$ cat config.mk
export PLATFORM = sky130hd
export DESIGN_NAME = base2n_text_encoder_unit
export DESIGN_NICKNAME = d
export VERILOG_FILES = /design/src/rtl/b2te_pkg.sv /design/src/rtl/base2n_text_encoder_unit.sv
export SDC_FILE = /design/constraint.sdc
export NUM_CORES = 2
export LEC_CHECK = 0
export BUFFER_PORTS_ARGS = -buffer_cell sky130_fd_sc_hd__buf_2
export CAP_MARGIN = 20
export CORE_MARGIN = 5
export CORE_UTILIZATION = 63
export CTS_CLUSTER_SIZE = 40
export DETAILED_ROUTE_END_ITERATION = 12
export PLACE_DENSITY = 0.77
export SYNTH_ARGS = -nofsm -noshare
export SYNTH_HDL_FRONTEND = slang
export SYNTH_SLANG_ARGS = --single-unit
$ cat constraint.sdc
create_clock -name i_clk -period 5.9 [get_ports i_clk]
set_input_delay 1.18 -clock i_clk [delete_from_list [all_inputs] [get_ports i_clk]]
set_output_delay 1.18 -clock i_clk [all_outputs]
set_load 0.05 [all_outputs]
$ cat src/rtl/b2te_pkg.sv
// Shared types and constants for the base-2^N text encoder.
`timescale 1ns / 1ps
`default_nettype none

package b2te_pkg;

    // Item kinds carried on the input tuser
    localparam logic [1:0] KIND_DATA = 2'd0;
    localparam logic [1:0] KIND_END  = 2'd1;
    localparam logic [1:0] KIND_LOAD = 2'd2;

    // Configuration register indexes
    localparam logic [1:0] CFG_SYMBOL_BITS = 2'd0;
    localparam logic [1:0] CFG_PAD_CHAR    = 2'd1;
    localparam logic [1:0] CFG_PAD_BLOCK   = 2'd2;

    localparam int MAX_SYMBOL_BITS = 7;
    localparam int MAX_PAD_BLOCK   = 32;

    localparam int CHAR_W = 8;   // byte and character width
    localparam int SYM_W  = 3;   // symbol_bits register width
    localparam int BLK_W  = 6;   // pad_block register width
    localparam int ACC_W  = 14;  // bit accumulator
    localparam int CNT_W  = 4;   // pending bit count
    localparam int EMIT_W = 5;   // characters emitted modulo the block
    localparam int ADDR_W = 7;   // alphabet address
    localparam int DEPTH  = 128; // alphabet entries

    localparam logic [SYM_W-1:0] SYM_RESET   = 3'd6;
    localparam logic [CHAR_W-1:0] PAD_RESET  = 8'd61;
    localparam logic [BLK_W-1:0] BLK_RESET   = 6'd4;

    typedef enum logic [2:0] {
        ST_IDLE,
        ST_REDUCE,
        ST_EMIT,
        ST_FLUSH,
        ST_PAD
    } t_state;

endpackage

`default_nettype wire

$ cat src/rtl/base2n_text_encoder_unit.sv
// Top level of the base-2^N text encoder: alphabet memory, bit accumulator and output stage.
`timescale 1ns / 1ps
`default_nettype none

// Encodes a byte stream into base-2^N text (N = 1..7) through a loadable
// alphabet held in a 128-entry synchronous memory. A data item is taken in
// idle and then yields one character per cycle while the sink keeps up
// (8 div N or 8 div N + 1 characters); every encoded character costs one read
// of the single alphabet port, and a two-entry output stage keeps reads
// flowing while a result waits. An end item passes the flush step, which
// issues the flush character only if bits are pending, then the pad step,
// which issues the pad characters and then clears the message state. Alphabet
// loads and ignored kinds leave the encoder in idle. If the pad block was
// lowered in the middle of a message, the next data or end item first passes
// a reduce step bringing the emitted-character count under the new block. New
// items are taken only once the previous item has issued all its characters.
module base2n_text_encoder_unit
    import b2te_pkg::*;
(
    input  wire logic        i_clk,
    input  wire logic        i_rst_n,
    // configuration write channel
    input  wire logic        i_cfg_valid,
    output logic             o_cfg_ready,
    input  wire logic [1:0]  i_cfg_index,
    input  wire logic [7:0]  i_cfg_data,
    // input stream
    input  wire logic        s_axis_tvalid,
    output logic             s_axis_tready,
    // [7:0] data_byte, [14:8] table_index, [22:15] table_char, [23] zero
    input  wire logic [23:0] s_axis_tdata,
    // [1:0] kind
    input  wire logic [1:0]  s_axis_tuser,
    // output stream
    output logic             m_axis_tvalid,
    input  wire logic        m_axis_tready,
    // [7:0] out_char
    output logic [7:0]       m_axis_tdata,
    // [0] is_padding
    output logic             m_axis_tuser,
    output logic             m_axis_tlast
);

    // configuration
    logic [SYM_W-1:0]  r_symbol_bits;
    logic [CHAR_W-1:0] r_pad_char;
    logic [BLK_W-1:0]  r_pad_block;

    // message state
    t_state            r_state, n_state;
    logic [ACC_W-1:0]  r_acc, n_acc;
    logic [CNT_W-1:0]  r_count, n_count;
    logic [EMIT_W-1:0] r_emit, n_emit;
    logic              r_is_end;

    // alphabet memory
    logic [CHAR_W-1:0] r_alpha [DEPTH];
    logic [CHAR_W-1:0] r_mem_q;

    // read in flight and output stage
    logic              r_pend, r_pend_pad, r_pend_last;
    logic              r_out_valid, r_out_pad, r_out_last;
    logic [CHAR_W-1:0] r_out_char;
    logic              r_skid_valid, r_skid_pad, r_skid_last;
    logic [CHAR_W-1:0] r_skid_char;

    logic              w_in_acc, w_out_acc, w_cfg_acc;
    logic [SYM_W-1:0]  w_n;
    logic [ADDR_W-1:0] w_mask;
    logic [CHAR_W-1:0] w_mask_full;
    logic [BLK_W-1:0]  w_blk;
    logic              w_pad_en;
    logic [BLK_W-1:0]  w_mod;
    logic [BLK_W-1:0]  w_e_inc;
    logic [EMIT_W-1:0] w_e_next;
    logic              w_e_big;
    logic              w_cnt_ge_n;
    logic [CNT_W-1:0]  w_cnt_rem;
    logic [ACC_W-1:0]  w_sh_dn, w_sh_up;
    logic [ADDR_W-1:0] w_idx;
    logic [1:0]        w_occ;
    logic              w_can_issue;
    logic              w_issue, w_issue_pad, w_issue_last, w_rd_en;
    logic [CHAR_W-1:0] w_pend_char;

    assign o_cfg_ready   = 1'b1;
    assign w_cfg_acc     = i_cfg_valid & o_cfg_ready;
    assign s_axis_tready = (r_state == ST_IDLE);
    assign w_in_acc      = s_axis_tvalid & s_axis_tready;
    assign w_out_acc     = r_out_valid & m_axis_tready;

    assign m_axis_tvalid = r_out_valid;
    assign m_axis_tdata  = r_out_char;
    assign m_axis_tuser  = r_out_pad;
    assign m_axis_tlast  = r_out_last;

    // effective symbol width and block size
    always_comb begin
        if (r_symbol_bits == '0) begin
            w_n = SYM_W'(1);
        end else if (r_symbol_bits > SYM_W'(MAX_SYMBOL_BITS)) begin
            w_n = SYM_W'(MAX_SYMBOL_BITS);
        end else begin
            w_n = r_symbol_bits;
        end
    end

    assign w_mask_full = (CHAR_W'(1) << w_n) - CHAR_W'(1);
    assign w_mask      = w_mask_full[ADDR_W-1:0];

    assign w_blk    = (r_pad_block > BLK_W'(MAX_PAD_BLOCK)) ? BLK_W'(MAX_PAD_BLOCK)
                                                            : r_pad_block;
    assign w_pad_en = (w_blk >= BLK_W'(2));
    assign w_mod    = w_pad_en ? w_blk : BLK_W'(MAX_PAD_BLOCK);

    // emitted count advance; the count is already below the modulus here
    assign w_e_inc  = {1'b0, r_emit} + BLK_W'(1);
    assign w_e_next = (w_e_inc == w_mod) ? '0 : w_e_inc[EMIT_W-1:0];
    assign w_e_big  = ({1'b0, r_emit} >= w_mod);

    // symbol window into the accumulator
    assign w_cnt_ge_n = (r_count >= {1'b0, w_n});
    assign w_cnt_rem  = r_count - {1'b0, w_n};
    assign w_sh_dn    = r_acc >> w_cnt_rem;
    assign w_sh_up    = r_acc << (w_n - r_count[SYM_W-1:0]);
    assign w_idx      = (w_cnt_ge_n ? w_sh_dn[ADDR_W-1:0] : w_sh_up[ADDR_W-1:0]) & w_mask;

    // issue only if the output stage can absorb everything in flight
    assign w_occ       = {1'b0, r_out_valid} + {1'b0, r_skid_valid} + {1'b0, r_pend};
    assign w_can_issue = ((w_occ - {1'b0, w_out_acc}) <= 2'd1);

    // next state
    always_comb begin
        n_state = r_state;
        unique case (r_state)
            ST_IDLE: begin
                if (w_in_acc && (s_axis_tuser == KIND_DATA || s_axis_tuser == KIND_END)) begin
                    if (w_e_big) begin
                        n_state = ST_REDUCE;
                    end else if (s_axis_tuser == KIND_END) begin
                        n_state = ST_FLUSH;
                    end else begin
                        n_state = ST_EMIT;
                    end
                end
            end
            ST_REDUCE: begin
                if (!w_e_big) begin
                    n_state = r_is_end ? ST_FLUSH : ST_EMIT;
                end
            end
            ST_EMIT: begin
                if (w_can_issue && (w_cnt_rem < {1'b0, w_n})) begin
                    n_state = ST_IDLE;
                end
            end
            ST_FLUSH: begin
                if (r_count == '0 || w_can_issue) begin
                    n_state = ST_PAD;
                end
            end
            ST_PAD: begin
                if (!(w_pad_en && r_emit != '0)) begin
                    n_state = ST_IDLE;
                end
            end
            default: n_state = ST_IDLE;
        endcase
    end

    // datapath and issue control
    always_comb begin
        n_acc        = r_acc;
        n_count      = r_count;
        n_emit       = r_emit;
        w_issue      = 1'b0;
        w_issue_pad  = 1'b0;
        w_issue_last = 1'b0;
        w_rd_en      = 1'b0;
        unique case (r_state)
            ST_IDLE: begin
                if (w_in_acc && s_axis_tuser == KIND_DATA) begin
                    n_acc   = {r_acc[ACC_W-CHAR_W-1:0], s_axis_tdata[7:0]};
                    n_count = r_count + CNT_W'(CHAR_W);
                end
            end
            ST_REDUCE: begin
                if (w_e_big) begin
                    n_emit = r_emit - w_mod[EMIT_W-1:0];
                end
            end
            ST_EMIT: begin
                if (w_can_issue) begin
                    w_issue      = 1'b1;
                    w_rd_en      = 1'b1;
                    w_issue_last = (w_cnt_rem < {1'b0, w_n});
                    n_count      = w_cnt_rem;
                    n_emit       = w_e_next;
                end
            end
            ST_FLUSH: begin
                if (r_count != '0 && w_can_issue) begin
                    w_issue      = 1'b1;
                    w_rd_en      = 1'b1;
                    w_issue_last = !(w_pad_en && w_e_next != '0);
                    n_count      = '0;
                    n_emit       = w_e_next;
                end
            end
            ST_PAD: begin
                if (w_pad_en && r_emit != '0) begin
                    if (w_can_issue) begin
                        w_issue      = 1'b1;
                        w_issue_pad  = 1'b1;
                        w_issue_last = (w_e_next == '0);
                        n_emit       = w_e_next;
                    end
                end else begin
                    // message done: clear for the next one
                    n_acc   = '0;
                    n_count = '0;
                    n_emit  = '0;
                end
            end
            default: ;
        endcase
    end

    // configuration registers
    always_ff @(posedge i_clk) begin
        if (!i_rst_n) begin
            r_symbol_bits <= SYM_RESET;
            r_pad_char    <= PAD_RESET;
            r_pad_block   <= BLK_RESET;
        end else if (w_cfg_acc) begin
            case (i_cfg_index)
                CFG_SYMBOL_BITS: r_symbol_bits <= i_cfg_data[SYM_W-1:0];
                CFG_PAD_CHAR:    r_pad_char    <= i_cfg_data;
                CFG_PAD_BLOCK:   r_pad_block   <= i_cfg_data[BLK_W-1:0];
                default: ;
            endcase
        end
    end

    // control and message state
    always_ff @(posedge i_clk) begin
        if (!i_rst_n) begin
            r_state  <= ST_IDLE;
            r_acc    <= '0;
            r_count  <= '0;
            r_emit   <= '0;
            r_is_end <= 1'b0;
        end else begin
            r_state <= n_state;
            r_acc   <= n_acc;
            r_count <= n_count;
            r_emit  <= n_emit;
            if (w_in_acc) begin
                r_is_end <= (s_axis_tuser == KIND_END);
            end
        end
    end

    // alphabet memory: load in idle, read per encoded character
    always_ff @(posedge i_clk) begin
        if (w_in_acc && s_axis_tuser == KIND_LOAD) begin
            r_alpha[s_axis_tdata[14:8]] <= s_axis_tdata[22:15];
        end
        if (w_rd_en) begin
            r_mem_q <= r_alpha[w_idx];
        end
    end

    assign w_pend_char = r_pend_pad ? r_pad_char : r_mem_q;

    // output stage valid flags
    always_ff @(posedge i_clk) begin
        if (!i_rst_n) begin
            r_pend       <= 1'b0;
            r_out_valid  <= 1'b0;
            r_skid_valid <= 1'b0;
        end else begin
            r_pend <= w_issue;
            if (w_out_acc || !r_out_valid) begin
                if (r_skid_valid) begin
                    r_out_valid  <= 1'b1;
                    r_skid_valid <= 1'b0;
                end else begin
                    r_out_valid <= r_pend;
                end
            end else if (r_pend) begin
                r_skid_valid <= 1'b1;
            end
        end
    end

    // output stage payload
    always_ff @(posedge i_clk) begin
        if (w_issue) begin
            r_pend_pad  <= w_issue_pad;
            r_pend_last <= w_issue_last;
        end
        if (w_out_acc || !r_out_valid) begin
            if (r_skid_valid) begin
                r_out_char <= r_skid_char;
                r_out_pad  <= r_skid_pad;
                r_out_last <= r_skid_last;
            end else begin
                r_out_char <= w_pend_char;
                r_out_pad  <= r_pend_pad;
                r_out_last <= r_pend_last;
            end
        end else if (r_pend) begin
            r_skid_char <= w_pend_char;
            r_skid_pad  <= r_pend_pad;
            r_skid_last <= r_pend_last;
        end
    end

endmodule

`default_nettype wire
# Word-level counts from Yosys, hierarchy flattened
# Memories as Yosys holds them, arrays and structs flattened. A register that Yosys moved wholly into a read port is not among the register bits.
# Cells that the tools add are included.
[op_classes]
addsub = 9
n_lt_le_gt_ge = 7
n_eq_ne = 18
shifts = 3
mux = 45
bitwise_logic = 5
reduce_logical = 33
[op_table]
columns = ["cell", "count"]
rows = [
  ["14-bit 2-to-1 mux", 2],
  ["14-bit case mux with 2 select lines", 1],
  ["5-bit 2-to-1 mux", 5],
  ["3-bit 2-to-1 mux", 7],
  ["5-bit case mux with 4 select lines", 1],
  ["4-bit 2-to-1 mux", 4],
  ["8-bit 2-to-1 mux", 2],
  ["4-bit case mux with 4 select lines", 1],
  ["3-bit case mux with 5 select lines", 1],
  ["1-bit 2-to-1 mux", 14],
  ["2-bit != test, second input constant", 7],
  ["14-bit by 3-bit left shift with 7-bit output", 1],
  ["14-bit by 4-bit >> shifter with 7-bit output", 1],
  ["6-bit 2-to-1 mux", 2],
  ["4-bit nonzero test", 3],
  ["5-bit AND reduction", 2],
  ["5-bit nonzero test", 2],
  ["2-bit AND reduction", 4],
  ["7-bit bitwise AND", 1],
  ["1-bit logical AND", 7],
  ["7-bit 2-to-1 mux", 1],
  ["1-bit by 3-bit left shift with 7-bit output, first input constant", 1],
  ["7-bit by 2-bit subtractor with 7-bit output, second input constant", 1],
  ["5-bit by 1-bit adder with 6-bit output, second input constant", 1],
  ["other kinds (35)", 48],
]
[word_totals]
register_bits = 69
ram_bits = 1024
input_bits = 41
elab_cells = 140
n_memories = 1
[mem_list]
columns = ["memory", "words", "word_bits", "rd", "rd_ports_with_merged_regs", "wr", "line", "source"]
rows = [
  ["r_alpha", 128, 8, 1, 1, 1, "base2n_text_encoder_unit.sv:57", "logic [CHAR_W-1:0] r_alpha [DEPTH];"],
]

# Longest topological paths before layout
[depth]
ltp_word = 11
ltp_mapped = 23
mapped_depth_nobuf = 16

# Worst setup path after synthesis
# No wires, ideal clock.
[synth_timing]
path_type = "register -> register"
from = "reg r_symbol_bits[2]"
to = "reg r_mem_q[2] (read register of r_alpha), data pin"
setup_ns = 0.265
arrival_time_ns = 4.236
path_slack_ns = 1.398
stages_incl_launch_ff = 19
n_path_buf = 6
path_cell_list = "dfxtp_1 clkbuf_1 nor2_1 or2_2 ha_1 inv_1 fa_1 buf_2 mux4_2 mux2_2 nand4_1 and3_1 buf_2 buf_6 buf_6 buf_6 mux4_2 a211oi_1 nor4b_2"
[synth_via]
elab_chain_len = 7
[synth_lines]
columns = ["element", "line", "source"]
rows = [
  ["from (decl)", "base2n_text_encoder_unit.sv:45", "logic [SYM_W-1:0] r_symbol_bits;"],
  ["from (signal assigned)", "base2n_text_encoder_unit.sv:237", "CFG_SYMBOL_BITS: r_symbol_bits <= i_cfg_data[SYM_W-1:0];"],
  ["3-bit greater-than comparator", "base2n_text_encoder_unit.sv:101", "end else if (r_symbol_bits > SYM_W'(MAX_SYMBOL_BITS)) begin"],
  ["3-bit 2-to-1 mux", "base2n_text_encoder_unit.sv:101", ""],
  ["3-bit 2-to-1 mux (*)", "base2n_text_encoder_unit.sv:99", "if (r_symbol_bits == '0) begin"],
  ["4-bit by 3-bit subtractor with 4-bit output or 3-bit subtractor (tied branches)", "base2n_text_encoder_unit.sv:123, base2n_text_encoder_unit.sv:125", ""],
  ["14-bit by 4-bit >> shifter with 7-bit output or 14-bit by 3-bit left shift with 7-bit output (tied branches)", "base2n_text_encoder_unit.sv:124, base2n_text_encoder_unit.sv:125", ""],
  ["7-bit 2-to-1 mux", "base2n_text_encoder_unit.sv:126", "assign w_idx = (w_cnt_ge_n ? w_sh_dn[ADDR_W-1:0] : w_sh_up[ADDR_W-1:0]) & w_mask;"],
  ["7-bit bitwise AND (*)", "base2n_text_encoder_unit.sv:126", ""],
  ["to (decl)", "base2n_text_encoder_unit.sv:58", "logic [CHAR_W-1:0] r_mem_q;"],
]
# Every way passes the cells marked *; elsewhere a longest branch is shown, timed or not.
# A chain may end at the register's enable or synchronous reset.

# Final worst setup path
[layout_timing]
from = "reg r_symbol_bits[1]"
to = "reg r_mem_q[3] (read register of r_alpha), data pin"
# Same word-level chain as after synthesis.

==> results.ini <==
[floorplan]
io-pin-count=54
core_area_sq_um=71500
die_x_microns=279
die_h_microns=279
fp.dieArea_sq_um=77600
start_util_pct=63.6
num_rows=98

[hold_path]
hold_class=flip-flop to flip-flop

[synth]
synthSimpleGateAreaFrac_pct=11.6
syn_area_sq_um=45500
synthMuxAreaShare_pct=6.93
synth_cells=3179
synthAdderAreaFrac_pct=0.600
synth_xor_area_share_pct=0.308
synthFlopType=edfxtp_1
synth_top_family_by_area=simple AND/OR/NAND/NOR gates
synth_nets=3240
async_reset_ff_share_pct=0
yosys.cell_types.count=84
synth-edff-count=1054
syn_area_per_cell_sq_um=14.3
synth_compound_gate_area_share_pct=6.52
yosys_warnings=0
ys_ff_latch=1101
ys_seq_area_share_pct=71.7

[placement]
port_buffers=51
routabilityCongestion=0.968
dp_hpwl_microns=68500

[routing]
dr.pass1.iters=6
antenna_left=0
drt_wl_total_microns=113000
vias=28626
wl_per_cell_microns=26.4
post-route-drc-count=0
drt_iter0_drc=4203
viasPerCell=6.67

[layout]
nets=3310
fillers=4373
area_growth_pct=11.2
drive_gt1_share_pct=14.1
final_util_pct=70.7

[pwr]
ir_worst_vdd_mv=0.291
powerDensity_nw_per_um2=354
p_leak_uw=0.0169

[grt]
grt_pass1_wl_microns=168000
grt_usage_pct=28.4
grt_pass1_vias=27429
grt_max_degree=83
antenna_found_initial=2
grt_overflow=0

[clock_tree]
htreeDepth=3
cts_sinks=1101
tritoncts=done
numCtsBuffers=106
cts-root-buf=clkbuf_16
clkLatencyLatePin_ns=0.67
cts_setup_buffers=0
cts_buffer_depth=3
hold_buffers=0
cts_resized=0
clk_pin_slew_ns=0.06

[timing]
max_freq_mhz=175
slew_violations=0
setup_viol=0
hold_slack_ns=0.458
finalHoldViolations=0
tns_ns=0
min_period_over_period_pct=97.1
relSlewSlack_pct=24.3
rsz0062_at_grt=false
tightest_slew_ns=1.13
post-route-min-period_ns=5.73
clock_skew_ns=0.0236

[critical_path]
end_kind=flip-flop
critical_path.max_fanout=20
start_kind=flip-flop
critPathRequiredTime_ns=6.31
worstSetupPathType=flip-flop to flip-flop
worstPathArrival_ns=6.14

[run_status]
status=complete, no violations

[flow_run]
maxCapViolCount=0

## area by class of cell
cell class                 count  area, sq um  area share [%]
clock buffer                 138         2910            5.75
clock inverter                58          557            1.10
multi-input combinational   1872        12000            23.7
sequential                  1101        32600            64.5
antenna                        3         7.51          0.0149
timing repair buffer         147         1250            2.47
inverter                      21         82.6           0.163
tap                          950         1190            2.35
## cells by family after synthesis
| kind of cell | Yosys count |
|---|---|
| mux | 206 |
| other cells | 1 |
| flops | 1101 |
| fa+ha+maj | 20 |
| xor+xnor | 16 |
| compound gates | 426 |
| buf+inv | 207 |
| simple gates | 1202 |
## sequential cells by signal, summed over array words and instances, names as in the netlist, 3 cells and up
signal	flops
r_mem_q	8
r_pad_char	8
r_acc	14
r_state	3
r_count	4
r_emit	5
r_alpha	1024
m_axis_tdata	8
r_pad_block	6
r_skid_char	8
r_symbol_bits	3
## path summary, 6_finish.rpt
path / from / to / slack [ns] / depth (start not counted)
hold / removal: r_pend_last / r_skid_last / 0.46 / 0
setup / recovery: r_symbol_bits[1] / r_mem_q[3] / 0.17 / 16
setup reg to reg: r_symbol_bits[1] / r_mem_q[3] / 0.17 / 16
hold reg to reg: r_pend_last / r_skid_last / 0.46 / 0
## Yosys cell counts (16+ instances only)
cell | count | area (sq um)
nor2b_1 | 19 | 119
dfxtp_1 | 47 | 941
buf_4 | 17 | 128
inv_1 | 19 | 71.3
buf_2 | 57 | 285
o22ai_1 | 42 | 263
edfxtp_1 | 1054 | 31700
o211ai_1 | 24 | 180
clkbuf_1 | 80 | 300
nor3_1 | 18 | 90.1
buf_6 | 19 | 214
a21boi_0 | 27 | 203
mux2_2 | 30 | 338
or3_1 | 22 | 138
mux2i_1 | 91 | 911
nand2_1 | 637 | 2390
nor2_1 | 161 | 604
o21ai_0 | 31 | 155
nand3_1 | 267 | 1340
o32ai_1 | 16 | 140
a21oi_1 | 142 | 711
mux4_2 | 84 | 1890
ha_1 | 17 | 213
## metal layers
layer	vias up	track usage, %	wire (microns)
met5	-	0	0
met4	0	9.79	4070
met3	263	5.99	13000
met2	1913	44.9	53500
met1	14216	40.3	42700
li1	12234	-	-
## where the power goes
group / switching (uW) / internal (uW)
clock: 2870 / 3880
combinational: 1620 / 753
sequential: 88.8 / 8660
## worst max-delay path, cell delays in order, from the launching register on
cell	delay, ns
dfxtp_1	0.37
nor2_1	0.25
or2_2	0.19
ha_1	0.22
inv_1	0.09
fa_2	0.66
clkinvlp_4	0.26
mux4_2	0.51
nand3_1	0.13
o211a_2	0.42
nor2_4	0.21
buf_4	0.28
nand2_1	0.27
a21oi_1	0.13
o41ai_2	0.54
nand4_1	0.35
nor4b_2	0.55
## cell usage in the layout (no fill, tap or decap), types with 11 or more instances in the layout
cell type     n
a21boi_0     27
nand3_1     264
o211ai_1     24
xnor2_1      12
o22ai_1      42
o21ai_0      31
or3_1        22
buf_4        84
o32ai_1      16
clkinv_1     19
mux4_2       84
nor3_1       18
nor2_1      159
a21oi_1     142
buf_12       20
mux2_2       30
a221oi_1     14
clkbuf_16   111
inv_1        19
nand4_1      11
nor2b_1      19
buf_2        43
clkbuf_1     24
dfxtp_1      47
clkinv_2     20
edfxtp_1   1054
mux2i_1      91
nand2_1     633
ha_1         17
nand2b_1     14
## through the flow
step / cells / power [uW] / setup WS, ns / area [sq um]
2_1_floorplan: 3179 / 10200 / 1.40 / 45500
3_3_place_gp: 4090 / 11100 / 0.236 / 47000
3_5_place_dp: 4090 / 11200 / 0.187 / 47000
4_1_cts: 4286 / 17800 / 0.126 / 50500
5_1_grt: 4288 / 18400 / 0.00717 / 50500
6_report: 4290 / 17900 / 0.171 / 50600
No activity file was read; power rests on OpenSTA's default activity.
